===== src/hw/rtl/servo_angle_ramp_unit_defines.svh =====
// Assertion macros shared by the servo angle ramp RTL.
`ifndef SERVO_ANGLE_RAMP_UNIT_DEFINES_SVH
`define SERVO_ANGLE_RAMP_UNIT_DEFINES_SVH
`ifndef SYNTH
`define SAR_ASSERT_IMP(lbl, ante, cons) \
	lbl: assert property (@(posedge clk) disable iff (!arst_n) (ante) |-> (cons)) \
		else $error("servo ramp check failed");
`define SAR_ASSERT_NXT(lbl, ante, cons) \
	lbl: assert property (@(posedge clk) disable iff (!arst_n) (ante) |=> (cons)) \
		else $error("servo ramp check failed");
`else
`define SAR_ASSERT_IMP(lbl, ante, cons)
`define SAR_ASSERT_NXT(lbl, ante, cons)
`endif
`endif


===== src/hw/rtl/sar_pkg.sv =====
// Types, constants and helper functions of the servo angle ramp.
package sar_pkg;

	localparam int ANG_W = 11;
	typedef logic signed [ANG_W-1:0] ang_t;

	localparam logic [7:0]  ANGLE_LIMIT  = 8'd180;
	localparam logic [7:0]  RESET_ANGLE  = 8'd70;
	localparam logic [7:0]  MIN_STEP     = 8'd3;
	localparam logic [16:0] HOME_HOLD_MS = 17'd500;
	localparam logic [21:0] DUTY_BASE_NS = 22'd500000;
	localparam logic [21:0] DUTY_PER_DEG = 22'd11111;

	typedef enum logic {
		OP_MOVE = 1'b0,
		OP_HOME = 1'b1
	} op_t;

	typedef enum logic [2:0] {
		REG_MIN_ANGLE  = 3'd0,
		REG_MAX_ANGLE  = 3'd1,
		REG_STEP_ANGLE = 3'd2,
		REG_STEP_DELAY = 3'd3,
		REG_HOME_ANGLE = 3'd4
	} reg_idx_t;

	typedef struct packed {
		logic [7:0]  min_angle;
		logic [7:0]  max_angle;
		logic [7:0]  step_angle;
		logic [15:0] step_delay_ms;
		logic [7:0]  home_angle;
	} cfg_t;

	typedef struct packed {
		ang_t a;
		ang_t b;
		logic sub;
	} alu_req_t;

	typedef struct packed {
		ang_t res;
		logic neg;
		logic zero;
	} alu_rsp_t;

	typedef struct packed {
		logic        valid;
		ang_t        angle;
		logic [16:0] hold;
		logic        last;
	} emit_t;

	// Low limit first, then high limit on the original value: high wins where both apply.
	function automatic logic [7:0] clamp_angle(ang_t a, logic [7:0] lo, logic [7:0] hi);
		ang_t s;
		s = a;
		if (a < ang_t'({3'b000, lo})) s = ang_t'({3'b000, lo});
		if (a > ang_t'({3'b000, hi})) s = ang_t'({3'b000, hi});
		return s[7:0];
	endfunction

endpackage


===== src/hw/rtl/sar_cfg_regs.sv =====
// Configuration register file of the servo angle ramp.
module sar_cfg_regs
	import sar_pkg::*;
(
	input  logic        clk,
	input  logic        arst_n,
	input  logic        wr_en,
	input  logic [2:0]  wr_index,
	input  logic [15:0] wr_data,
	output cfg_t        cfg
);

	logic [7:0]  min_q, max_q, step_q, home_q;
	logic [15:0] delay_q;
	logic [7:0]  sat_val;

	assign sat_val = (wr_data[7:0] > ANGLE_LIMIT) ? ANGLE_LIMIT : wr_data[7:0];

	always_ff @(posedge clk or negedge arst_n) begin
		if (!arst_n) begin
			min_q   <= 8'd0;
			max_q   <= ANGLE_LIMIT;
			step_q  <= 8'd5;
			delay_q <= 16'd100;
			home_q  <= RESET_ANGLE;
		end else if (wr_en) begin
			case (reg_idx_t'(wr_index))
				REG_MIN_ANGLE:  min_q   <= sat_val;
				REG_MAX_ANGLE:  max_q   <= sat_val;
				REG_STEP_ANGLE: step_q  <= wr_data[7:0];
				REG_STEP_DELAY: delay_q <= wr_data;
				REG_HOME_ANGLE: home_q  <= sat_val;
				default: ;
			endcase
		end
	end

	// Hold the raw step; raise it to the minimum on the way out.
	assign cfg.min_angle     = min_q;
	assign cfg.max_angle     = max_q;
	assign cfg.step_angle    = (step_q < MIN_STEP) ? MIN_STEP : step_q;
	assign cfg.step_delay_ms = delay_q;
	assign cfg.home_angle    = home_q;

endmodule


===== src/hw/rtl/sar_alu.sv =====
// Shared add, subtract and compare unit of the servo angle ramp.
module sar_alu
	import sar_pkg::*;
(
	input  alu_req_t req,
	output alu_rsp_t rsp
);

	ang_t b_x;

	assign b_x      = req.sub ? ~req.b : req.b;
	assign rsp.res  = req.a + b_x + ang_t'({{(ANG_W-1){1'b0}}, req.sub});
	assign rsp.neg  = rsp.res[ANG_W-1];
	assign rsp.zero = (rsp.res == '0);

endmodule


===== src/hw/rtl/sar_out_stage.sv =====
// Result register of the servo angle ramp: final clamp and duty calculation.
module sar_out_stage
	import sar_pkg::*;
(
	input  logic        clk,
	input  logic        arst_n,
	input  emit_t       emit,
	input  logic [7:0]  lo,
	input  logic [7:0]  hi,
	output logic        free,
	output logic        out_valid,
	input  logic        out_ready,
	output logic [21:0] duty_ns,
	output logic [7:0]  commanded_angle,
	output logic [16:0] hold_ms,
	output logic        last
);

	logic        valid_q;
	logic [21:0] duty_q;
	logic [7:0]  angle_q;
	logic [16:0] hold_q;
	logic        last_q;
	logic [7:0]  angle_c;

	assign free    = !valid_q || out_ready;
	assign angle_c = clamp_angle(emit.angle, lo, hi);

	always_ff @(posedge clk or negedge arst_n) begin
		if (!arst_n) begin
			valid_q <= 1'b0;
		end else if (free) begin
			valid_q <= emit.valid;
		end
	end

	always_ff @(posedge clk) begin
		if (free && emit.valid) begin
			angle_q <= angle_c;
			duty_q  <= DUTY_BASE_NS + ({14'd0, angle_c} * DUTY_PER_DEG);
			hold_q  <= emit.hold;
			last_q  <= emit.last;
		end
	end

	assign out_valid       = valid_q;
	assign duty_ns         = duty_q;
	assign commanded_angle = angle_q;
	assign hold_ms         = hold_q;
	assign last            = last_q;

endmodule


===== src/hw/rtl/servo_angle_ramp_unit.sv =====
// Top level of the servo angle ramp: sequencer around one shared adder.
// A move request clamps its target to [min_angle, max_angle] and walks the
// stored angle towards it in steps of step_angle (at least 3), giving one
// result per step with duty_ns = 500000 + 11111 * angle. Downward moves go
// one step past the target and then correct up to it; the last result of a
// move holds twice step_delay_ms. A move to the current angle gives nothing.
// A home request drives home-1 then home, each held 500 ms. A move runs
// the setup states match and direction, then an add and a compare state
// on the one shared adder per step result, and a fix state for the
// correcting step; an upward ramp first tries a step past the target in
// the compare state and drops it. The largest move gives 62 results. A
// home request runs the states home0 and home1. Each result state waits
// while the result register waits on out_ready. The next request is taken
// only once the sequencer is back in idle; the last result may still sit
// in the result register then. Configuration writes are always taken
// (cfg_ready is tied high); make them only while idle.
`include "servo_angle_ramp_unit_defines.svh"
module servo_angle_ramp_unit
	import sar_pkg::*;
(
	input  logic        clk,
	input  logic        arst_n,
	// configuration write channel
	input  logic        cfg_valid,
	output logic        cfg_ready,
	input  logic [2:0]  cfg_index,
	input  logic [15:0] cfg_data,
	// request channel
	input  logic        in_valid,
	output logic        in_ready,
	input  logic        operation,
	input  logic signed [9:0] target_angle,
	// result channel
	output logic        out_valid,
	input  logic        out_ready,
	output logic [21:0] duty_ns,
	output logic [7:0]  commanded_angle,
	output logic [16:0] hold_ms,
	output logic        last
);

	typedef enum logic [2:0] {
		S_IDLE,
		S_MATCH,
		S_DIR,
		S_ADD,
		S_TEST,
		S_FIX,
		S_HOME0,
		S_HOME1
	} state_t;

	state_t     state_q;
	ang_t       cur_q;    // walking angle; the stored servo angle between requests
	ang_t       tgt_q;    // raw target of the current move
	ang_t       nxt_q;    // candidate angle of the next step
	logic [7:0] dest_q;   // clamped target
	logic       down_q;

	cfg_t       cfg;
	alu_req_t   alu_req;
	alu_rsp_t   alu_rsp;
	emit_t      emit;
	logic       out_free;
	logic       emit_take;
	logic       up_fits;
	ang_t       dest_x;
	ang_t       step_x;
	logic [16:0] hold_step, hold_last;

	assign cfg_ready = 1'b1;
	assign in_ready  = (state_q == S_IDLE);

	sar_cfg_regs u_cfg (
		.clk      (clk),
		.arst_n   (arst_n),
		.wr_en    (cfg_valid),
		.wr_index (cfg_index),
		.wr_data  (cfg_data),
		.cfg      (cfg)
	);

	sar_alu u_alu (
		.req (alu_req),
		.rsp (alu_rsp)
	);

	sar_out_stage u_out (
		.clk             (clk),
		.arst_n          (arst_n),
		.emit            (emit),
		.lo              (cfg.min_angle),
		.hi              (cfg.max_angle),
		.free            (out_free),
		.out_valid       (out_valid),
		.out_ready       (out_ready),
		.duty_ns         (duty_ns),
		.commanded_angle (commanded_angle),
		.hold_ms         (hold_ms),
		.last            (last)
	);

	assign dest_x    = ang_t'({3'b000, dest_q});
	assign step_x    = ang_t'({3'b000, cfg.step_angle});
	assign hold_step = {1'b0, cfg.step_delay_ms};
	assign hold_last = {cfg.step_delay_ms, 1'b0};
	// Upward: the candidate step stays at or below the target.
	assign up_fits   = alu_rsp.neg || alu_rsp.zero;
	assign emit_take = emit.valid && out_free;

	// Steer the shared unit and form the result for the current state.
	always_comb begin
		alu_req = '{a: cur_q, b: dest_x, sub: 1'b1};
		emit    = '{valid: 1'b0, angle: cur_q, hold: hold_step, last: 1'b0};
		case (state_q)
			S_MATCH: begin
				alu_req.b = tgt_q;
			end
			S_DIR: begin
				alu_req.b = dest_x;
			end
			S_ADD: begin
				alu_req.b   = step_x;
				alu_req.sub = down_q;
			end
			S_TEST: begin
				alu_req.a  = nxt_q;
				emit.valid = down_q || up_fits;
				emit.angle = nxt_q;
				emit.last  = !down_q && alu_rsp.zero;
				emit.hold  = (!down_q && alu_rsp.zero) ? hold_last : hold_step;
			end
			S_FIX: begin
				emit.valid = 1'b1;
				emit.angle = dest_x;
				emit.hold  = hold_last;
				emit.last  = 1'b1;
			end
			S_HOME0: begin
				alu_req.b  = ang_t'(1);
				emit.valid = 1'b1;
				emit.angle = alu_rsp.res;
				emit.hold  = HOME_HOLD_MS;
			end
			S_HOME1: begin
				emit.valid = 1'b1;
				emit.hold  = HOME_HOLD_MS;
				emit.last  = 1'b1;
			end
			default: ;
		endcase
	end

	always_ff @(posedge clk or negedge arst_n) begin
		if (!arst_n) begin
			state_q <= S_IDLE;
			cur_q   <= ang_t'({3'b000, RESET_ANGLE});
			tgt_q   <= '0;
			nxt_q   <= '0;
			dest_q  <= '0;
			down_q  <= 1'b0;
		end else begin
			case (state_q)
				S_IDLE: begin
					if (in_valid) begin
						if (op_t'(operation) == OP_HOME) begin
							cur_q   <= ang_t'({3'b000, clamp_angle(
								ang_t'({3'b000, cfg.home_angle}),
								cfg.min_angle, cfg.max_angle)});
							state_q <= S_HOME0;
						end else begin
							tgt_q   <= {target_angle[9], target_angle};
							state_q <= S_MATCH;
						end
					end
				end
				S_MATCH: begin
					// drop a move to the current angle
					if (alu_rsp.zero) begin
						state_q <= S_IDLE;
					end else begin
						dest_q  <= clamp_angle(tgt_q, cfg.min_angle, cfg.max_angle);
						state_q <= S_DIR;
					end
				end
				S_DIR: begin
					if (alu_rsp.zero) begin
						state_q <= S_IDLE;
					end else begin
						down_q  <= !alu_rsp.neg;
						state_q <= S_ADD;
					end
				end
				S_ADD: begin
					nxt_q   <= alu_rsp.res;
					state_q <= S_TEST;
				end
				S_TEST: begin
					if (down_q) begin
						// keep stepping down while at or above the target, then correct
						if (emit_take) begin
							cur_q   <= nxt_q;
							state_q <= alu_rsp.neg ? S_FIX : S_ADD;
						end
					end else if (up_fits) begin
						if (emit_take) begin
							cur_q   <= nxt_q;
							state_q <= alu_rsp.zero ? S_IDLE : S_ADD;
						end
					end else begin
						state_q <= S_FIX;
					end
				end
				S_FIX: begin
					if (emit_take) begin
						cur_q   <= dest_x;
						state_q <= S_IDLE;
					end
				end
				S_HOME0: begin
					if (emit_take) state_q <= S_HOME1;
				end
				S_HOME1: begin
					if (emit_take) state_q <= S_IDLE;
				end
				default: state_q <= S_IDLE;
			endcase
		end
	end

	// The stored angle is a legal servo angle whenever no request is in work.
	`SAR_ASSERT_IMP(a_idle_angle_legal, state_q == S_IDLE, cur_q >= 0 && cur_q <= ang_t'({3'b000, ANGLE_LIMIT}))
	// A result flagged last closes the request.
	`SAR_ASSERT_NXT(a_last_ends_request, emit_take && emit.last, state_q == S_IDLE)
	// A home request always produces its first result state next.
	`SAR_ASSERT_NXT(a_home_starts, in_valid && in_ready && operation == OP_HOME, state_q == S_HOME0)
	// Downward steps never carry the last flag.
	`SAR_ASSERT_IMP(a_down_not_last, state_q == S_TEST && down_q && emit.valid, !emit.last)

endmodule


===== config.mk =====
export PLATFORM = sky130hd
export DESIGN_NAME = servo_angle_ramp_unit
export DESIGN_NICKNAME = d
export VERILOG_FILES = /design/src/hw/rtl/sar_pkg.sv /design/src/hw/rtl/sar_cfg_regs.sv /design/src/hw/rtl/sar_alu.sv /design/src/hw/rtl/sar_out_stage.sv /design/src/hw/rtl/servo_angle_ramp_unit.sv
export VERILOG_INCLUDE_DIRS = /design/src /design/src/hw/rtl
export SDC_FILE = /design/constraint.sdc
export NUM_CORES = 1
export LEC_CHECK = 0
export BUFFER_PORTS_ARGS = -buffer_cell sky130_fd_sc_hd__buf_2
export CELL_PAD_IN_SITES_DETAIL_PLACEMENT = 1
export CELL_PAD_IN_SITES_GLOBAL_PLACEMENT = 1
export CORE_ASPECT_RATIO = 0.5
export CORE_UTILIZATION = 49
export CTS_BUF_LIST = sky130_fd_sc_hd__clkbuf_8
export CTS_CLUSTER_DIAMETER = 80
export DETAILED_ROUTE_END_ITERATION = 8
export PLACE_DENSITY_LB_ADDON = 0.05
export SLEW_MARGIN = 20
export SYNTH_ARGS = -nofsm -noshare
export SYNTH_HDL_FRONTEND = slang
export SYNTH_HIERARCHICAL = 1
export SYNTH_SLANG_ARGS = --single-unit

===== constraint.sdc =====
create_clock -name clk -period 11.87 [get_ports clk]
set_input_delay 2.374 -clock clk [delete_from_list [all_inputs] [get_ports clk]]
set_output_delay 2.374 -clock clk [all_outputs]
set_load 0.05 [all_outputs]

## After elaboration in Yosys (flattened, before gate mapping)

Cells that the tools add are included.

| word-level totals | value |
|---|---|
| register bits after elaboration | 141 |
| bits in latches | 0 |
| RAM bits | 0 |
| bits in read-only memories | 0 |
| input bits | 35 |
| output and inout port bits | 51 |
| logic and storage cells | 111 |
| memories kept | 0 |

| cells by class | value |
|---|---|
| add/subtract/negate cells | 3 |
| multipliers | 1 |
| divide/modulo/power cells | 0 |
| $lt $le $gt $ge | 8 |
| equal/unequal tests | 19 |
| shifts and indexed selects | 0 |
| muxes and demuxes | 36 |
| bitwise logic cells | 3 |
| reductions and logical operators | 25 |

Operators by type and width:

| kind | number |
|---|---|
| one-hot mux 11 bit (3 select lines) | 3 |
| 2-to-1 mux 11 bit | 8 |
| 2-to-1 mux 8 bit | 8 |
| one-hot mux 17 bit (3 select lines) | 1 |
| 2-to-1 mux 3 bit | 9 |
| adder 19 x 22 -> 22 bit (first input constant) | 1 |
| multiplier 8 x 14 -> 22 bit (second input constant) | 1 |
| one-hot mux 3 bit (7 select lines) | 1 |
| 2-to-1 mux 17 bit | 1 |
| == test 3 bit (second input constant) | 5 |
| AND reduction 2 bit | 7 |
| == test 3 x 2 -> 1 bit (second input constant) | 4 |
| adder 11 bit | 1 |
| adder 11 x 2 -> 11 bit | 1 |
| > comparator 11 x 9 -> 1 bit | 1 |
| zero test 11 bit | 1 |
| < comparator 11 x 9 -> 1 bit | 1 |
| NOT 11 bit | 1 |
| > comparator 10 x 9 -> 1 bit | 1 |
| < comparator 10 x 9 -> 1 bit | 1 |
| AND reduction 5 bit | 2 |
| inequality test 3 bit (second input constant) | 3 |
| > comparator 8 bit | 1 |
| > comparator 8 bit (second input constant) | 1 |
| other kinds (17) | 31 |

## Logic depth before layout (Yosys ltp)

Gate-level depths: netlist of run 1.

| logic depth | value |
|---|---|
| depth in word-level cells | 16 |
| gate-level depth with buffers | 39 |
| depth with buffers taken out | 36 |

## Cells and area by module

Netlist of run 1, hierarchy kept.

Modules (own cells, without submodules):

| module | instances | cells each | area an instance (µm²) | sequential area each (µm²) |
|---|---|---|---|---|
| sar_out_stage | 1 | 408 | 4494.3 | 1436.4 |
| servo_angle_ramp_unit | 1 | 501 | 4043.9 | 1104.8 |
| sar_cfg_regs | 1 | 163 | 1960.6 | 1216.2 |
| sar_alu | 1 | 71 | 588.1 | 0.0 |

## Least setup slack after synthesis of run 1

No wires, ideal clock.

| timing path | value |
|---|---|
| path type | flip-flop to flip-flop |
| start point | register state_q[1] |
| end point | register u_out.duty_q[18], in the netlist u_out/duty_ns[18], data pin |
| arrival time | 8.449 ns |
| data required time | 11.606 ns |
| path slack | 3.157 ns |
| cell stages (with the launch flop) | 33 |
| clock period less this slack | 8.713 ns |
| path through | dfrtp_1 > clkbuf_1 > clkbuf_1 > clkbuf_1 > mux2i_1 > o221ai_1 > mux2i_1 > inv_1 > fa_1 > a21o_1 > a221oi_2 > xnor2_2 > o21ai_0 > a31oi_1 > ha_1 > a211o_1 > a21oi_1 > a31oi_1 > o41ai_4 > nor2_1 > a21oi_1 > fa_1 > fa_1 > fa_1 > fa_1 > inv_1 > ha_1 > o211a_1 > o31ai_1 > and2_1 > o221ai_1 > a221oi_1 > xnor2_1 |

RTL lines:

| what | line | source |
|---|---|---|
| start, declared | servo_angle_ramp_unit.sv:53 | `state_t state_q;` |
| start signal, assigned | servo_angle_ramp_unit.sv:203 | `state_q <= alu_rsp.neg ? S_FIX : S_ADD;` |
| start signal, assigned | servo_angle_ramp_unit.sv:208 | `state_q <= alu_rsp.zero ? S_IDLE : S_ADD;` |
| end signal, assigned | sar_out_stage.sv:40 | `duty_q <= DUTY_BASE_NS + ({14'd0, angle_c} * DUTY_PER_DEG);` |
| end, declared | sar_out_stage.sv:20 | `logic [21:0] duty_q;` |

==> impl_metrics.env, run 1 <==
export IMPL_cts_tree="built"
export IMPL_crit_top_cell="inv_1"
export IMPL_drive_gt1_share_pct=15.4
export IMPL_synthArstFlopShare_pct=66.4
export IMPL_clock_root_buffer="clkbuf_8"
export IMPL_synth_edf_count=47
export IMPL_max_stage_delay_ps=990
export IMPL_period_needed_ps=10720
export IMPL_cp_top_family="compound AO/OA/AOI/OAI gates"
export IMPL_antenna_found_initial=0
export IMPL_ios=86
export IMPL_drc=0
export IMPL_slowest_stage="dfrtp_1"
export IMPL_hp_class="reg2reg"
export IMPL_crit_fanout=32
export IMPL_place_congestion=0.952
export IMPL_synth_seq_cells=140
export IMPL_fin_area_um2=12200
export IMPL_synth_cell_types=78
export IMPL_report_final_slew_viol_count=0
export IMPL_period_share_pct=90.3
export IMPL_setup_violations=0
export IMPL_critPathKind="reg2reg"
export IMPL_place_inst=1492
export IMPL_cap_violations=0
export IMPL_arrival_ps=10980
export IMPL_fp_dieW_um=215
export IMPL_end_kind="register"
export IMPL_grt_ovfl_total=0
export IMPL_fmax_mhz=93.3
export IMPL_clock_sinks=140
export IMPL_wl_mm=33.2
export IMPL_clk_pin_slew_worst_paths_ps=90
export IMPL_cp_num_buf_inv=6
export IMPL_syn_area_um2=11100
export IMPL_grt_pass1_wl_mm=52.5
export IMPL_finalNonFillerCells=1524
export IMPL_seqCellArea_um2=3760
export IMPL_synth_main_ff_cell="dfrtp_1"
export IMPL_cts_max_level=4
export IMPL_die_y_um=108
export IMPL_numCtsBuffers=17
export IMPL_grt_pass1_vias=9377
export IMPL_rows=38
export IMPL_n_fill_cell=2523
export IMPL_multi_input_area_um2=6670
export IMPL_dpl_hpwl_mm=25.8
export IMPL_post_cts_buffers=0
export IMPL_insertion_delay_ps=500
export IMPL_routedWlPerCell_um=21.8
export IMPL_fin_skew_ps=15.9
export IMPL_startpoint_type="register"
export IMPL_cts_max_path_buffers=2
export IMPL_worst_pin_slew_ps=1040
export IMPL_die_area_um2=23300
export IMPL_area_delta_synth_final_pct=9.69
export IMPL_grt_start_max_net_pins=64
export IMPL_ys_warn_count=6
export IMPL_drt_pass1_iterations=5
export IMPL_syn_num_nets=1329
export IMPL_nets=1397
export IMPL_cp_required_ps=12130
export IMPL_placed_area_um2=11800
export IMPL_hold_viol=0
export IMPL_status="finished clean"
export IMPL_portBuffers=84
export IMPL_coreArea_um2=21900
export IMPL_start_util_pct=50.6
export IMPL_tns_ps=0
export IMPL_yosysSeqAreaShare_pct=33.9
export IMPL_avgSynthCellArea_um2=9.70
export IMPL_cts_resized=0
export IMPL_rsz0062_at_grt="no"
export IMPL_vias=8999
export IMPL_maxSlewHeadroom_pct=31.0
export IMPL_n_antenna_cell=0
export IMPL_postRouteAntennaNets=0
export IMPL_drt_iter0_markers=603
export IMPL_syn_instance_count=1143
export IMPL_grt_usage_pct=29.8
export IMPL_hold_buffers=0
export IMPL_vias_per_cell=5.90
[cell families after synthesis]
| family | share of synthesized area, % |
|---|---|
| compound gates | 17.7 |
| other cells | 0.0338 |
| fa+ha+maj | 19.6 |
| simple gates | 12.7 |
| buf+inv | 5.94 |
| xor+xnor | 2.83 |
| mux | 7.30 |
| flops | 33.9 |
[synth_stat cells, drive strengths merged (16+ instances only)]
cell type  number  area (µm²)
edfxtp         47        1410
nor2b          23         144
a22o           17         149
mux2i          22         220
a21oi          66         338
ha            113        1410
buf            19         121
dfrtp          78        1950
nor2           52         195
a31oi          27         169
a21o           18         135
o22ai          21         131
fa             38         761
o21ai          55         275
clkbuf         28         105
xnor2          19         174
nand2         129         484
inv           115         432
xor2           16         140
mux2           52         589
[path summary, 6_finish.rpt]
check	to	slack, ps	cells after the start	startpoint
max	u_out/duty_ns[21]	1150	35	state_q[1]
min	cur_q[10]	490	2	cur_q[10]
max reg2reg	u_out/duty_ns[21]	1150	35	state_q[1]
min reg2reg	cur_q[10]	490	2	cur_q[10]
max in group asynchronous	u_cfg/delay_q[10]	8860	2	arst_n
min in group asynchronous	tgt_q[9]	1810	1	arst_n
[worst register-to-register path, delay by kind of cell (launching register included)]
kind / cells / cell delay (ps)
compound gates: 12 / 3830
xor+xnor: 2 / 330
buf+inv: 6 / 650
fa+ha+maj: 7 / 3050
simple gates: 7 / 1350
mux: 1 / 270
flops: 1 / 990
[cell usage in the layout, fill, tap and decap left out, drive strengths merged, types with 27 or more instances in the layout]
cell    count
nand2     129
inv       120
ha        113
buf        96
dfrtp      78
a21oi      66
o21ai      55
nor2       52
mux2       52
edfxtp     47
fa         38
a31oi      27
[metal layers]
| layer | up-vias | part of all wire (%) | GRT usage, % |
|---|---|---|---|
| li1 | 4206 | - | - |
| met1 | 4562 | 47 | 39.5 |
| met2 | 190 | 47 | 48.8 |
| met3 | 41 | 4.7 | 6.55 |
| met4 | 0 | 1.8 | 9.08 |
| met5 | - | 0 | 0 |
[state kept, by name (all words and copies together), names as in the netlist]
register               cells
u_out/duty_ns             22
u_out/hold_ms             17
u_cfg/delay_q             16
cur_q                     11
nxt_q                     11
tgt_q                     10
dest_q                     8
u_cfg/home_q               8
u_cfg/max_q                8
u_cfg/min_q                8
u_cfg/step_q               8
u_out/commanded_angle      7
state_q                    3
down_q                     1
u_out/last                 1
u_out/out_valid            1
[metrics by stage]
step	hold slack, ps	utilization (%)	setup WS, ps
final	492	55.5	1150
after global routing	505	55.5	405
after CTS	490	55.5	1240
after detailed placement	471	53.6	1250
after global placement	463	53.6	1670
after floorplan	448	-	3160
[cell type report]
type,instances,area share (%)
clock buffer,19,2.15
sequential,140,30.9
tap,300,3.09
inverter,115,3.55
clock inverter,13,1.23
multi-input combinational,841,54.9
timing repair buffer,96,4.22
Power of run 1 is not shown: default switching activity piles up to over one toggle a cycle in this logic, so the estimate is an artifact.
==> run 2: changes to the inputs <==
--- a/config.mk
+++ b/config.mk
@@ -10,12 +10,12 @@
 export CELL_PAD_IN_SITES_DETAIL_PLACEMENT = 1
 export CELL_PAD_IN_SITES_GLOBAL_PLACEMENT = 1
 export CORE_ASPECT_RATIO = 0.5
+export CORE_MARGIN = 5
 export CORE_UTILIZATION = 49
 export CTS_BUF_LIST = sky130_fd_sc_hd__clkbuf_8
 export CTS_CLUSTER_DIAMETER = 80
 export DETAILED_ROUTE_END_ITERATION = 8
 export PLACE_DENSITY_LB_ADDON = 0.05
-export SLEW_MARGIN = 20
 export SYNTH_ARGS = -nofsm -noshare
 export SYNTH_HDL_FRONTEND = slang
 export SYNTH_HIERARCHICAL = 1
==> impl_metrics.env, run 2 (synthesis gave the netlist of run 1 again) <==
export IMPL_numCtsBuffers=17
export IMPL_drt_iter0_markers=562
export IMPL_multi_input_area_um2=6670
export IMPL_cp_num_buf_inv=3
export IMPL_fin_skew_ps=22.9
export IMPL_ios=86
export IMPL_fmax_mhz=98.2
export IMPL_period_needed_ps=10180
export IMPL_n_antenna_cell=0
export IMPL_vias_per_cell=5.92
export IMPL_portBuffers=84
export IMPL_hold_buffers=0
export IMPL_die_y_um=116
export IMPL_clk_pin_slew_worst_paths_ps=80
export IMPL_n_fill_cell=2536
export IMPL_max_stage_delay_ps=640
export IMPL_grtUsageMet2_pct=42.6
export IMPL_crit_top_cell="fa_1"
export IMPL_drc=0
export IMPL_slowest_stage="dfrtp_1"
export IMPL_dpl_hpwl_mm=25.4
export IMPL_maxSlewHeadroom_pct=14.1
export IMPL_fp_dieW_um=223
export IMPL_tns_ps=0
export IMPL_clock_root_buffer="clkbuf_8"
export IMPL_grtUsageMet3_pct=4.80
export IMPL_grt_pass1_vias=9626
export IMPL_met1_usage_pct=34.7
export IMPL_cap_violations=0
export IMPL_nets=1398
export IMPL_clock_sinks=140
export IMPL_critPathKind="reg2reg"
export IMPL_holdWs_ps=506
export IMPL_hold_viol=0
export IMPL_area_delta_synth_final_pct=9.59
export IMPL_hp_class="reg2reg"
export IMPL_insertion_delay_ps=500
export IMPL_crit_fanout=27
export IMPL_routedWlPerCell_um=21.6
export IMPL_postRouteAntennaNets=0
export IMPL_setup_violations=0
export IMPL_grt_pass1_wl_mm=52.4
export IMPL_post_cts_buffers=0
export IMPL_start_util_pct=50.5
export IMPL_busiest_layer="met2"
export IMPL_grt_usage_pct=25.7
export IMPL_cp_required_ps=12100
export IMPL_startpoint_type="register"
export IMPL_seqCellArea_um2=3760
export IMPL_grt_start_max_net_pins=57
export IMPL_place_congestion=0.916
export IMPL_layout_common_cells="nand2_1, inv_1, ha_1, buf_2, dfrtp_1"
export IMPL_rsz0062_at_grt="no"
export IMPL_grt_ovfl_total=0
export IMPL_cp_top_family="compound AO/OA/AOI/OAI gates"
export IMPL_vias=9027
export IMPL_wl_mm=33.0
export IMPL_coreArea_um2=22000
export IMPL_antenna_found_initial=0
export IMPL_status="finished clean"
export IMPL_rows=38
export IMPL_cts_max_level=4
export IMPL_arrival_ps=10410
export IMPL_drt_pass1_iterations=5
export IMPL_largest_reg_flops=22
export IMPL_die_area_um2=25900
export IMPL_report_final_slew_viol_count=0
export IMPL_final_common_cell="nand2_1"
export IMPL_cts_max_path_buffers=2
export IMPL_drive_gt1_share_pct=15.4
export IMPL_cts_tree="built"
export IMPL_end_kind="register"
export IMPL_worst_pin_slew_ps=1290
export IMPL_cts_resized=0
export IMPL_period_share_pct=85.8
export IMPL_r2r_slack_ps=1690
## run 2: cell types whose count changed in the layout (fill, tap and decap cells not counted)
cell        change
clkinvlp_4      -1
a21boi_1        +1
clkinv_2        -1
bufinv_16       -1
clkinv_4        +3
a21boi_0        -1
inv_1           +1
buf_4           +1
inv_4           -1
## run 2: layer usage
| metal | vias to the layer above | wire, µm |
|---|---|---|
| met3 | 52 | 1360 |
| met2 | 188 | 15500 |
| met1 | 4582 | 15400 |
| met4 | 0 | 728 |
| met5 | - | 0 |
| li1 | 4205 | - |
## run 2: area by class of cell
class / count / area share [%]
sequential: 140 / 30.9
clock buffer: 19 / 2.15
tap: 300 / 3.09
multi-input combinational: 841 / 54.9
inverter: 115 / 3.55
clock inverter: 13 / 1.08
timing repair buffer: 97 / 4.28
## run 2: stage by stage
step	setup WS [ps]	cells	cell area (µm²)	util (%)
after global routing	1200	1525	12200	55.3
after CTS	1810	1525	12200	55.3
final	1690	1525	12200	55.3
after global placement	2270	1493	11800	53.5
after floorplan	3160	1143	11100	-
after detailed placement	1900	1493	11800	53.5
## run 2: worst min-delay path, cell delays in order, from the launching register on
cell and delay, ps:
dfrtp_1 360, nand2_1 50, o21ai_0 60
## run 2: final timing paths
path	from	cells past startpoint	to
setup / recovery	state_q[2]	30	u_out/duty_ns[16]
hold / removal	cur_q[8]	2	cur_q[8]
setup reg to reg	state_q[2]	30	u_out/duty_ns[16]
hold reg to reg	cur_q[8]	2	cur_q[8]
max in group asynchronous	arst_n	2	u_cfg/max_q[3]
min in group asynchronous	arst_n	1	nxt_q[4]
Power of run 2 is left out for the same reason.
